`config.mk`:
```
export PLATFORM = sky130hd
export DESIGN_NAME = multicore_task_scheduler_core
export DESIGN_NICKNAME = d
export VERILOG_FILES = /design/src/hdl/mts_pkg.sv /design/src/hdl/multicore_task_scheduler_core.sv /design/src/hdl/mts_ctrl.sv /design/src/hdl/mts_dp.sv
export VERILOG_INCLUDE_DIRS = /design/src /design/src/hdl
export SDC_FILE = /design/constraint.sdc
export NUM_CORES = 2
export LEC_CHECK = 0
export BUFFER_PORTS_ARGS = -buffer_cell sky130_fd_sc_hd__buf_2
export CAP_MARGIN = 20
export CORE_AREA = 3 3 467 816
export DETAILED_ROUTE_END_ITERATION = 7
export DIE_AREA = 0 0 470 819
export MAX_ROUTING_LAYER = met4
export PLACE_DENSITY = 0.53
export SYNTH_ARGS = -nofsm -noshare
export SYNTH_HDL_FRONTEND = slang
export SYNTH_HIERARCHICAL = 1
export SYNTH_SLANG_ARGS = --single-unit
```
`constraint.sdc`:
```
create_clock -name clk -period 9.74 [get_ports clk]
set_clock_uncertainty 0.15 [all_clocks]
set_input_delay 0.974 -clock clk [delete_from_list [all_inputs] [get_ports clk]]
set_output_delay 0.974 -clock clk [all_outputs]
set_load 0.02 [all_outputs]
```
`src/hdl/assert_macros.svh`:
```
// Assertion macros used by the top-level design file.
`ifndef ASSERT_MACROS_SVH
`define ASSERT_MACROS_SVH

// Clocked assertion that is off while the synchronous reset is active.
`define MTS_ASSERT(label, prop, msg) \
  label: assert property (@(posedge clk) disable iff (!rst_n) (prop)) else $error(msg);

// Assertion that pairs a condition with a required consequence in the same cycle.
`define MTS_ASSERT_IMP(label, cond, cons, msg) \
  label: assert property (@(posedge clk) disable iff (!rst_n) (cond) |-> (cons)) \
    else $error(msg);

`endif

```
`src/hdl/mts_pkg.sv`:
```
// Types, constants and helper functions of the task scheduler.
package mts_pkg;

  localparam int MAX_TASKS  = 32;
  localparam int MAX_CORES  = 8;
  localparam int SLOT_W     = $clog2(MAX_TASKS);
  localparam int CORE_W     = (MAX_CORES > 1) ? $clog2(MAX_CORES) : 1;
  localparam int CORE_CNT_W = $clog2(MAX_CORES + 1);
  localparam int CFG_IDX_W  = 2;
  localparam int CFG_DATA_W = 8;

  localparam logic [CFG_IDX_W-1:0] CFG_POLICY    = 2'd0;
  localparam logic [CFG_IDX_W-1:0] CFG_QUANTUM   = 2'd1;
  localparam logic [CFG_IDX_W-1:0] CFG_NUM_CORES = 2'd2;

  localparam logic [2:0] POL_FCFS       = 3'd0;
  localparam logic [2:0] POL_SJF        = 3'd1;
  localparam logic [2:0] POL_SRTF       = 3'd2;
  localparam logic [2:0] POL_SJF_P      = 3'd3;
  localparam logic [2:0] POL_FCFS_P     = 3'd4;
  localparam logic [2:0] POL_SRTF_P     = 3'd5;
  localparam logic [2:0] POL_PRIO_P     = 3'd6;
  localparam logic [2:0] POL_FROZEN     = 3'd7;

  localparam logic KIND_TICK    = 1'b0;
  localparam logic KIND_ARRIVAL = 1'b1;
  localparam logic MODE_TICK    = 1'b0;
  localparam logic MODE_ARRIVAL = 1'b1;

  localparam logic [2:0]  POLICY_RST  = POL_PRIO_P;
  localparam logic [7:0]  QUANTUM_RST = 8'd2;
  localparam logic [3:0]  CORES_RST   = 4'd1;
  localparam logic [15:0] RUN_MAX     = 16'hFFFF;

  typedef struct packed {
    logic [15:0] ident;
    logic [7:0]  prio;
    logic [15:0] length;
    logic [15:0] left;
    logic [31:0] arrival;
  } rec_t;

  typedef enum logic [3:0] {
    ST_IDLE, ST_PREEMPT, ST_PCHK, ST_SCAN, ST_SCAN_END, ST_ASSIGN,
    ST_CNT_RD, ST_CNT_WR, ST_EMIT
  } state_t;

  typedef struct packed {
    logic              arrive;
    logic              preempt;
    logic              scan_start;
    logic              scan_rd;
    logic              assign_core;
    logic              cnt_rd;
    logic              cnt_wr;
    logic              emit;
    logic              last;
    logic [CORE_W-1:0] core;
    logic [SLOT_W-1:0] slot;
  } cmd_t;

  typedef struct packed {
    logic [CORE_CNT_W-1:0] n;
    logic [MAX_CORES-1:0]  core_valid;
    logic                  place_en;
  } stat_t;

  function automatic logic [CORE_CNT_W-1:0] cores_in_use(input logic [3:0] v);
    logic [CORE_CNT_W-1:0] r;
    if (v == 4'd0) begin
      r = CORE_CNT_W'(1);
    end else if (32'(v) > MAX_CORES) begin
      r = CORE_CNT_W'(MAX_CORES);
    end else begin
      r = CORE_CNT_W'(v);
    end
    return r;
  endfunction

  function automatic logic beats(input logic [2:0] pol, input rec_t b, input rec_t c);
    logic r;
    unique case (pol)
      POL_FCFS, POL_FCFS_P: r = c.arrival < b.arrival;
      POL_SJF, POL_SJF_P:   r = c.length < b.length;
      POL_SRTF, POL_SRTF_P: r = c.left < b.left;
      default: begin
        if (c.prio != b.prio) begin
          r = c.prio < b.prio;
        end else begin
          r = c.arrival < b.arrival;
        end
      end
    endcase
    return r;
  endfunction

endpackage

```
`src/hdl/multicore_task_scheduler_core.sv`:
```
// Top level of the multicore task scheduler: sequencer, datapath and checks.
// An arrival is taken while busy stays low and its acknowledgement word
// appears on the next cycle. A tick keeps busy high while it handles preemption,
// places tasks on the free cores in use, counts down and emits its reports;
// under policy seven no task is placed. Each free core that looks for a task
// scans the task table one slot a cycle through the single read port of the
// table memory. Tick report words follow one per cycle, core 0 first, each
// valid for exactly one cycle; the receiver cannot stall them.
// Configuration writes are always ready and must be made while busy is low.
module multicore_task_scheduler_core (
  input  logic                          clk,
  input  logic                          rst_n,
  input  logic                          start,
  output logic                          busy,
  input  logic                          in_mode,
  input  logic [15:0]                   in_task_id,
  input  logic [7:0]                    in_task_priority,
  input  logic [15:0]                   in_task_length,
  input  logic                          cfg_valid,
  output logic                          cfg_ready,
  input  logic [mts_pkg::CFG_IDX_W-1:0]  cfg_index,
  input  logic [mts_pkg::CFG_DATA_W-1:0] cfg_data,
  output logic                          out_valid,
  output logic                          out_report_kind,
  output logic [2:0]                    out_core_index,
  output logic [15:0]                   out_running_id,
  output logic                          out_core_busy,
  output logic                          out_task_done,
  output logic                          out_accepted,
  output logic                          out_all_done,
  output logic [31:0]                   out_time_now,
  output logic                          out_last
);
  import mts_pkg::*;
  `include "assert_macros.svh"

  cmd_t  cmd;
  stat_t stat;
  logic  go;

  assign cfg_ready = 1'b1;
  assign go        = start & ~busy;

  mts_ctrl u_ctrl (
    .clk     (clk),
    .rst_n   (rst_n),
    .start   (go),
    .in_mode (in_mode),
    .stat    (stat),
    .busy    (busy),
    .cmd     (cmd)
  );

  mts_dp u_dp (
    .clk              (clk),
    .rst_n            (rst_n),
    .cmd              (cmd),
    .stat             (stat),
    .in_task_id       (in_task_id),
    .in_task_priority (in_task_priority),
    .in_task_length   (in_task_length),
    .cfg_valid        (cfg_valid),
    .cfg_index        (cfg_index),
    .cfg_data         (cfg_data),
    .out_valid        (out_valid),
    .out_report_kind  (out_report_kind),
    .out_core_index   (out_core_index),
    .out_running_id   (out_running_id),
    .out_core_busy    (out_core_busy),
    .out_task_done    (out_task_done),
    .out_accepted     (out_accepted),
    .out_all_done     (out_all_done),
    .out_time_now     (out_time_now),
    .out_last         (out_last)
  );

  `MTS_ASSERT_IMP(a_ack_last, out_valid && out_report_kind, out_last, "ack word without last")
  `MTS_ASSERT(a_ack_follows, out_valid && out_report_kind |-> $past(go && in_mode), "stray ack word")
  `MTS_ASSERT_IMP(a_acc_kind, out_valid && out_accepted, out_report_kind, "tick word accepted")

endmodule

```
`src/hdl/mts_ctrl.sv`:
```
// Sequencer that takes arrivals and steps a tick through preemption, placement, countdown and reports.
module mts_ctrl (
  input  logic          clk,
  input  logic          rst_n,
  input  logic          start,
  input  logic          in_mode,
  input  mts_pkg::stat_t stat,
  output logic          busy,
  output mts_pkg::cmd_t cmd
);
  import mts_pkg::*;

  state_t                state_r, state_nxt;
  logic [CORE_CNT_W-1:0] core_r, core_nxt;
  logic [SLOT_W-1:0]     slot_r, slot_nxt;
  logic                  core_end;

  always_ff @(posedge clk) begin
    if (!rst_n) begin
      state_r <= ST_IDLE;
      core_r  <= '0;
      slot_r  <= '0;
    end else begin
      state_r <= state_nxt;
      core_r  <= core_nxt;
      slot_r  <= slot_nxt;
    end
  end

  assign busy     = (state_r != ST_IDLE);
  assign core_end = ((core_r + CORE_CNT_W'(1)) == stat.n);

  always_comb begin
    state_nxt = state_r;
    core_nxt  = core_r;
    slot_nxt  = slot_r;
    cmd       = '0;
    cmd.core  = core_r[CORE_W-1:0];
    cmd.slot  = slot_r;
    unique case (state_r)
      ST_IDLE: begin
        if (start) begin
          if (in_mode == MODE_ARRIVAL) begin
            cmd.arrive = 1'b1;
          end else begin
            state_nxt = ST_PREEMPT;
          end
        end
      end
      ST_PREEMPT: begin
        cmd.preempt = 1'b1;
        core_nxt    = '0;
        state_nxt   = ST_PCHK;
      end
      ST_PCHK: begin
        if (!stat.place_en || core_r >= stat.n) begin
          core_nxt  = '0;
          state_nxt = ST_CNT_RD;
        end else if (stat.core_valid[core_r[CORE_W-1:0]]) begin
          core_nxt = core_r + CORE_CNT_W'(1);
        end else begin
          cmd.scan_start = 1'b1;
          slot_nxt       = '0;
          state_nxt      = ST_SCAN;
        end
      end
      ST_SCAN: begin
        cmd.scan_rd = 1'b1;
        if (slot_r == SLOT_W'(MAX_TASKS - 1)) begin
          state_nxt = ST_SCAN_END;
        end else begin
          slot_nxt = slot_r + SLOT_W'(1);
        end
      end
      ST_SCAN_END: begin
        state_nxt = ST_ASSIGN;
      end
      ST_ASSIGN: begin
        cmd.assign_core = 1'b1;
        core_nxt        = core_r + CORE_CNT_W'(1);
        state_nxt       = ST_PCHK;
      end
      ST_CNT_RD: begin
        cmd.cnt_rd = 1'b1;
        state_nxt  = ST_CNT_WR;
      end
      ST_CNT_WR: begin
        cmd.cnt_wr = 1'b1;
        if (core_end) begin
          core_nxt  = '0;
          state_nxt = ST_EMIT;
        end else begin
          core_nxt  = core_r + CORE_CNT_W'(1);
          state_nxt = ST_CNT_RD;
        end
      end
      ST_EMIT: begin
        cmd.emit = 1'b1;
        cmd.last = core_end;
        if (core_end) begin
          core_nxt  = '0;
          state_nxt = ST_IDLE;
        end else begin
          core_nxt = core_r + CORE_CNT_W'(1);
        end
      end
      default: state_nxt = ST_IDLE;
    endcase
  end

endmodule

```
`src/hdl/mts_dp.sv`:
```
// Task table, configuration registers, core state, selection compare and output word register.
module mts_dp (
  input  logic                              clk,
  input  logic                              rst_n,
  input  mts_pkg::cmd_t                     cmd,
  output mts_pkg::stat_t                    stat,
  input  logic [15:0]                       in_task_id,
  input  logic [7:0]                        in_task_priority,
  input  logic [15:0]                       in_task_length,
  input  logic                              cfg_valid,
  input  logic [mts_pkg::CFG_IDX_W-1:0]     cfg_index,
  input  logic [mts_pkg::CFG_DATA_W-1:0]    cfg_data,
  output logic                              out_valid,
  output logic                              out_report_kind,
  output logic [2:0]                        out_core_index,
  output logic [15:0]                       out_running_id,
  output logic                              out_core_busy,
  output logic                              out_task_done,
  output logic                              out_accepted,
  output logic                              out_all_done,
  output logic [31:0]                       out_time_now,
  output logic                              out_last
);
  import mts_pkg::*;

  rec_t mem [MAX_TASKS];
  rec_t rd_data_r;

  logic [2:0]  policy_r, policy_nxt;
  logic [7:0]  quantum_r, quantum_nxt;
  logic [3:0]  cores_r, cores_nxt;
  logic [31:0] tick_r, tick_nxt;

  logic [MAX_TASKS-1:0] occ_r, occ_nxt, run_r, run_nxt;
  logic [MAX_CORES-1:0] cv_r, cv_nxt;
  logic [SLOT_W-1:0]    cslot_r [MAX_CORES];
  logic [SLOT_W-1:0]    cslot_nxt [MAX_CORES];
  logic [15:0]          ccnt_r [MAX_CORES];
  logic [15:0]          ccnt_nxt [MAX_CORES];

  logic [15:0]          rep_id_r [MAX_CORES];
  logic [MAX_CORES-1:0] rep_busy_r, rep_done_r;

  logic              scan_q_r;
  logic [SLOT_W-1:0] scan_slot_q_r;
  logic              found_r, found_nxt;
  logic [SLOT_W-1:0] best_slot_r, best_slot_nxt;
  rec_t              best_r, best_nxt;

  logic              wr_en;
  logic [SLOT_W-1:0] wr_addr, rd_addr, free_slot, cs;
  rec_t              wr_data;
  logic              free_ok, elig, preempt_pol;
  logic [CORE_CNT_W-1:0] n_cur, n_new;

  logic              ov_nxt, ok_q;

  assign n_cur          = cores_in_use(cores_r);
  assign n_new          = cores_in_use(cfg_data[3:0]);
  assign stat.n         = n_cur;
  assign stat.core_valid = cv_r;
  assign stat.place_en  = (policy_r != POL_FROZEN);
  assign preempt_pol    = (policy_r >= POL_SRTF) && (policy_r <= POL_PRIO_P);
  assign cs             = cslot_r[cmd.core];
  assign rd_addr        = cmd.cnt_rd ? cs : cmd.slot;
  assign elig           = occ_r[scan_slot_q_r] & ~run_r[scan_slot_q_r];

  always_comb begin
    free_ok   = 1'b0;
    free_slot = '0;
    for (int s = MAX_TASKS - 1; s >= 0; s--) begin
      if (!occ_r[s]) begin
        free_ok   = 1'b1;
        free_slot = SLOT_W'(s);
      end
    end
  end

  always_comb begin
    policy_nxt    = policy_r;
    quantum_nxt   = quantum_r;
    cores_nxt     = cores_r;
    tick_nxt      = tick_r;
    occ_nxt       = occ_r;
    run_nxt       = run_r;
    cv_nxt        = cv_r;
    cslot_nxt     = cslot_r;
    ccnt_nxt      = ccnt_r;
    found_nxt     = found_r;
    best_slot_nxt = best_slot_r;
    best_nxt      = best_r;
    wr_en         = 1'b0;
    wr_addr       = free_slot;
    wr_data       = rd_data_r;
    ok_q          = 1'b0;

    if (cfg_valid) begin
      unique case (cfg_index)
        CFG_POLICY:    policy_nxt  = cfg_data[2:0];
        CFG_QUANTUM:   quantum_nxt = cfg_data[7:0];
        CFG_NUM_CORES: begin
          cores_nxt = cfg_data[3:0];
          for (int c = 0; c < MAX_CORES; c++) begin
            if (CORE_CNT_W'(c) >= n_new) begin
              if (cv_r[c]) begin
                run_nxt[cslot_r[c]] = 1'b0;
              end
              cv_nxt[c]   = 1'b0;
              ccnt_nxt[c] = '0;
            end
          end
        end
        default: ;
      endcase
    end

    if (cmd.arrive && free_ok) begin
      ok_q                = 1'b1;
      wr_en               = 1'b1;
      wr_addr             = free_slot;
      wr_data.ident       = in_task_id;
      wr_data.prio        = in_task_priority;
      wr_data.length      = in_task_length;
      wr_data.left        = in_task_length;
      wr_data.arrival     = tick_r;
      occ_nxt[free_slot]  = 1'b1;
      run_nxt[free_slot]  = 1'b0;
    end

    if (cmd.preempt && preempt_pol) begin
      for (int c = 0; c < MAX_CORES; c++) begin
        if (CORE_CNT_W'(c) < n_cur && cv_r[c] && ccnt_r[c] >= {8'd0, quantum_r}) begin
          run_nxt[cslot_r[c]] = 1'b0;
          cv_nxt[c]           = 1'b0;
          ccnt_nxt[c]         = '0;
        end
      end
    end

    if (cmd.scan_start) begin
      found_nxt = 1'b0;
    end
    if (scan_q_r && elig && (!found_r || beats(policy_r, best_r, rd_data_r))) begin
      found_nxt     = 1'b1;
      best_slot_nxt = scan_slot_q_r;
      best_nxt      = rd_data_r;
    end

    if (cmd.assign_core && found_r) begin
      cv_nxt[cmd.core]     = 1'b1;
      cslot_nxt[cmd.core]  = best_slot_r;
      ccnt_nxt[cmd.core]   = '0;
      run_nxt[best_slot_r] = 1'b1;
    end

    if (cmd.cnt_wr && cv_r[cmd.core]) begin
      if (ccnt_r[cmd.core] != RUN_MAX) begin
        ccnt_nxt[cmd.core] = ccnt_r[cmd.core] + 16'd1;
      end
      wr_addr = cs;
      if (rd_data_r.left <= 16'd1) begin
        occ_nxt[cs]      = 1'b0;
        run_nxt[cs]      = 1'b0;
        cv_nxt[cmd.core] = 1'b0;
      end else begin
        wr_en        = 1'b1;
        wr_data.left = rd_data_r.left - 16'd1;
      end
    end

    if (cmd.emit && cmd.last) begin
      tick_nxt = tick_r + 32'd1;
    end
  end

  assign ov_nxt = cmd.arrive | cmd.emit;

  always_ff @(posedge clk) begin
    if (!rst_n) begin
      policy_r  <= POLICY_RST;
      quantum_r <= QUANTUM_RST;
      cores_r   <= CORES_RST;
      tick_r    <= 32'd1;
      occ_r     <= '0;
      run_r     <= '0;
      cv_r      <= '0;
      found_r   <= 1'b0;
      scan_q_r  <= 1'b0;
      out_valid <= 1'b0;
      for (int c = 0; c < MAX_CORES; c++) begin
        ccnt_r[c] <= '0;
      end
    end else begin
      policy_r  <= policy_nxt;
      quantum_r <= quantum_nxt;
      cores_r   <= cores_nxt;
      tick_r    <= tick_nxt;
      occ_r     <= occ_nxt;
      run_r     <= run_nxt;
      cv_r      <= cv_nxt;
      found_r   <= found_nxt;
      scan_q_r  <= cmd.scan_rd;
      out_valid <= ov_nxt;
      ccnt_r    <= ccnt_nxt;
    end
  end

  always_ff @(posedge clk) begin
    if (wr_en) begin
      mem[wr_addr] <= wr_data;
    end
    rd_data_r     <= mem[rd_addr];
    scan_slot_q_r <= cmd.slot;
    best_slot_r   <= best_slot_nxt;
    best_r        <= best_nxt;
    cslot_r       <= cslot_nxt;
    if (cmd.cnt_wr) begin
      rep_id_r[cmd.core]   <= cv_r[cmd.core] ? rd_data_r.ident : 16'd0;
      rep_busy_r[cmd.core] <= cv_r[cmd.core];
      rep_done_r[cmd.core] <= cv_r[cmd.core] && (rd_data_r.left <= 16'd1);
    end
    if (cmd.arrive) begin
      out_report_kind <= KIND_ARRIVAL;
      out_core_index  <= 3'd0;
      out_running_id  <= in_task_id;
      out_core_busy   <= 1'b0;
      out_task_done   <= 1'b0;
      out_accepted    <= ok_q;
      out_all_done    <= ~(|occ_r | ok_q);
      out_time_now    <= tick_r;
      out_last        <= 1'b1;
    end else if (cmd.emit) begin
      out_report_kind <= KIND_TICK;
      out_core_index  <= 3'(cmd.core);
      out_running_id  <= rep_id_r[cmd.core];
      out_core_busy   <= rep_busy_r[cmd.core];
      out_task_done   <= rep_done_r[cmd.core];
      out_accepted    <= 1'b0;
      out_all_done    <= ~|occ_r;
      out_time_now    <= tick_r;
      out_last        <= cmd.last;
    end
  end

endmodule

```
==> impl_metrics.tcl <==
set metrics [dict create \
    status "finished clean" \
    numCtsBuffers 327 \
    drv_cap 0 \
    fin_nets 11993 \
    hold_violations 0 \
    critPathTopFamily "simple AND/OR/NAND/NOR gates" \
    stdcell_area_um2 168000 \
    drt_wl_total_um 598000 \
    pin_count 115 \
    die_w_um 470 \
    peakVddDrop_uv 136 \
    layout_commonest_cell "edfxtp_1" \
    drc 0 \
    grt_max_degree 162 \
    fmax_mhz 155 \
    routedWlPerCell_um 35.1 \
    required_ns 10.12 \
    worstSetupPathType "flip-flop to flip-flop" \
    netlist_area_um2 150000 \
    p_seq_share_pct 50.5 \
    syn_to_final_growth_pct 12.4 \
    synthFlopType "edfxtp_1" \
    clockRootBuffer "clkbuf_16" \
    synth_warnings 6 \
    rows 298 \
    post_cts_buffers 0 \
    slew_viol_final 0 \
    async_reset_ff_share_pct 0 \
    placed_area_um2 157000 \
    synth_top_family_by_area "compound AO/OA/AOI/OAI gates" \
    crit_buf_inv 2 \
    grt_pass1_vias 104755 \
    clk_pin_slew_ns 0.07 \
    startpoint_type "flip-flop" \
    die_area_um2 385000 \
    setup-violations-final 0 \
    fin_setup_tns_ns 0 \
    combinationalPowerShare_pct 13.8 \
    drt-vias-per-instance 6.30 \
    cellLeakagePower_nw 55.2 \
    fillers 33800 \
    globalRouteOverflowTotal 0 \
    gp_congestion 0.986 \
    synth_mux_area_share_pct 4.10 \
    synth_xor_area_share_pct 0.296 \
    drt_pass1_iterations 7 \
    cp_cell_sequence "buf_12, nor2b_1, a221oi_1, o22ai_2, nand2_1, or2_2, o22ai_1, nand2_1, nor2_4, buf_12" \
    cp_max_fo 92 \
    clock_path_buffers 4 \
    cp_slowest_cell "nor2_4" \
    synth_fa_ha_area_share_pct 1.20 \
    final_cell_mix "edfxtp_1, nand2_1, a21oi_1" \
    grt_antenna_before_repair 26 \
    cts_resized 0 \
    rsz0062_at_grt "no" \
    ys_types 120 \
    power_frac_clock_pct 35.7 \
    clock_latency_ns 0.96 \
    max_slew_margin_pct 10.6 \
    synth_compound_area_share_pct 12.3 \
    synth_seq_cells 3490 \
    internal-power_w 0.0266 \
    rrSetupSlack_ns 3.30 \
    cts_sinks 3490 \
    io_buffers 113 \
    syn-num-nets 12011 \
    drive_above_1_share_pct 10.8 \
    vias 107307 \
    seq_area_frac_synth_pct 67.5 \
    coreArea_um2 376000 \
    hpwl_um 367000 \
    power_density_nw_per_um2 217 \
    min_period_over_period_pct 66.2 \
    period_minus_slack_ns 6.44 \
    synth-simple-area-share_pct 11.8 \
    p_sw_w 0.0100 \
    critPathArrivalTime_ns 6.82 \
    netSwitchingFraction_pct 27.3 \
    cts_hold_buf 0 \
    antenna_left 0 \
    cts_tree "yes" \
    drt_iter0_drc 12319 \
    slowest_delay_ns 0.86 \
    grt_usage_pct 31.0 \
    cts_htree_levels 5 \
    hp-class "input pin to flip-flop" \
    endpoint_kind "flip-flop" \
    synth.avg_cell_area_um2 12.7 \
    synth_cells 11812 \
    fp.dieH_um 819 \
    initial_core_util_pct 39.8 \
    worstMarginPinSlew_ns 1.34 \
    synth_edf_count 3127 \
    grt_first_pass_wirelength_um 824000 \
]
per-stage QoR:
stage               power [W]  cells  setup WS (ns)  hold slack (ns)  utilization, %
finish                 0.0366  17031           3.30            0.148            44.8
global route           0.0376  17026           3.17            0.132            44.8
CTS                    0.0365  16977           2.55           0.0915            44.6
detailed placement     0.0236  16386           2.59            0.268            41.8
global placement       0.0233  16368           2.54            0.274            41.7
floorplan              0.0211  11812           2.55            0.218               -
cell type report:
cell class	count	area, um2	area share (%)
repair buffers	480	4710	2.80
inverters	144	548	0.326
well taps	4950	6190	3.68
diodes	25	62.6	0.0372
multi-input cells	7351	45100	26.8
clock buffers	413	8830	5.25
clock inverters	178	1760	1.05
flip-flops and latches	3490	101000	60.1
cells by family (layout without fill, tap and decap cells):
group                      after synthesis  count (layout)
and+or+nand+nor                       3799            3799
DFF                                   3490            3490
AOI/OAI and AO/OA                     2829            2829
buffers and inverters                  971            1215
muxes                                  530             530
adders and majority gates              144             144
xor gates and xnor gates                48              48
other                                    1              26
final timing paths:
path                                                  endpoint                     startpoint  depth (start not counted)
worst max-delay path                 u_dp/mem[7][81]$_DFFE_PP_  u_ctrl/core_r[2]$_SDFFE_PN0P_                         10
worst min-delay path            u_dp/quantum_r[4]$_SDFFE_PN0P_                    cfg_data[4]                          3
worst max register to register       u_dp/mem[7][81]$_DFFE_PP_  u_ctrl/core_r[2]$_SDFFE_PN0P_                         10
worst min register to register   u_dp/scan_slot_q_r[2]$_DFF_P_  u_ctrl/slot_r[2]$_SDFFE_PN0P_                          0
flip-flops by register name (all words and copies together) (netlist names), 5 cells and up:
| name | flops |
|---|---|
| u_dp/cv_r | 8 |
| u_dp/best_r | 72 |
| u_dp/scan_slot_q_r | 5 |
| u_ctrl/slot_r | 5 |
| u_dp/tick_r | 32 |
| u_dp/ccnt_r | 128 |
| u_dp/rd_data_r | 88 |
| u_dp/out_time_now | 32 |
| u_dp/rep_done_r | 8 |
| u_dp/run_r | 32 |
| u_dp/rep_busy_r | 8 |
| u_dp/out_running_id | 16 |
| u_dp/mem | 2816 |
| u_dp/quantum_r | 8 |
| u_dp/rep_id_r | 128 |
| u_dp/best_slot_r | 5 |
| u_dp/occ_r | 32 |
| u_dp/cslot_r | 40 |
worst reg2reg max path: stages, from the launching register on:
cell and delay [ns]:
dfxtp_4 0.65, buf_12 0.45, nor2b_1 0.54, a221oi_1 0.20, o22ai_2 0.39, nand2_1 0.65
or2_2 0.78, o22ai_1 0.43, nand2_1 0.35, nor2_4 0.86, buf_12 0.41
Yosys cell counts (56+ instances only):
master    count  area share (%)
edfxtp_1   3127              63
nand2_1    1743             4.4
a21oi_1     775             2.6
nand3_1     698             2.3
o21ai_0     517             1.7
nor2_1      457             1.1
clkbuf_1    453             1.1
mux2i_1     401             2.7
dfxtp_1     363             4.9
a31oi_1     324             1.4
a22oi_1     263             1.3
buf_2       256            0.86
and3_1      190            0.79
a221oi_1    157            0.92
o22ai_1     151            0.63
ha_1        144             1.2
inv_1       138            0.35
and2_1      130            0.54
nand4_1     106            0.44
nor3_1      106            0.35
a211oi_1     97            0.49
nor2b_1      81            0.34
mux2_2       67            0.50
buf_1        66            0.17
o221ai_1     66            0.39
a221o_1      57            0.38
mux4_2       56            0.84
power groups by stage:
stage	clock, W	sequential (W)	combinational [W]
after floorplan	0	0.0186	0.00249
after global placement	0	0.0188	0.00450
after detailed placement	0	0.0188	0.00472
after CTS	0.0132	0.0185	0.00473
after global routing	0.0138	0.0185	0.00534
final	0.0131	0.0185	0.00505
metal layers:
layer,global-route usage (%),routed length (um)
met1,33.9,207000
met2,52.7,300000
met3,4.28,42500
met4,20.5,48400
met5,-,0
Power figures use the tool's default switching activity.
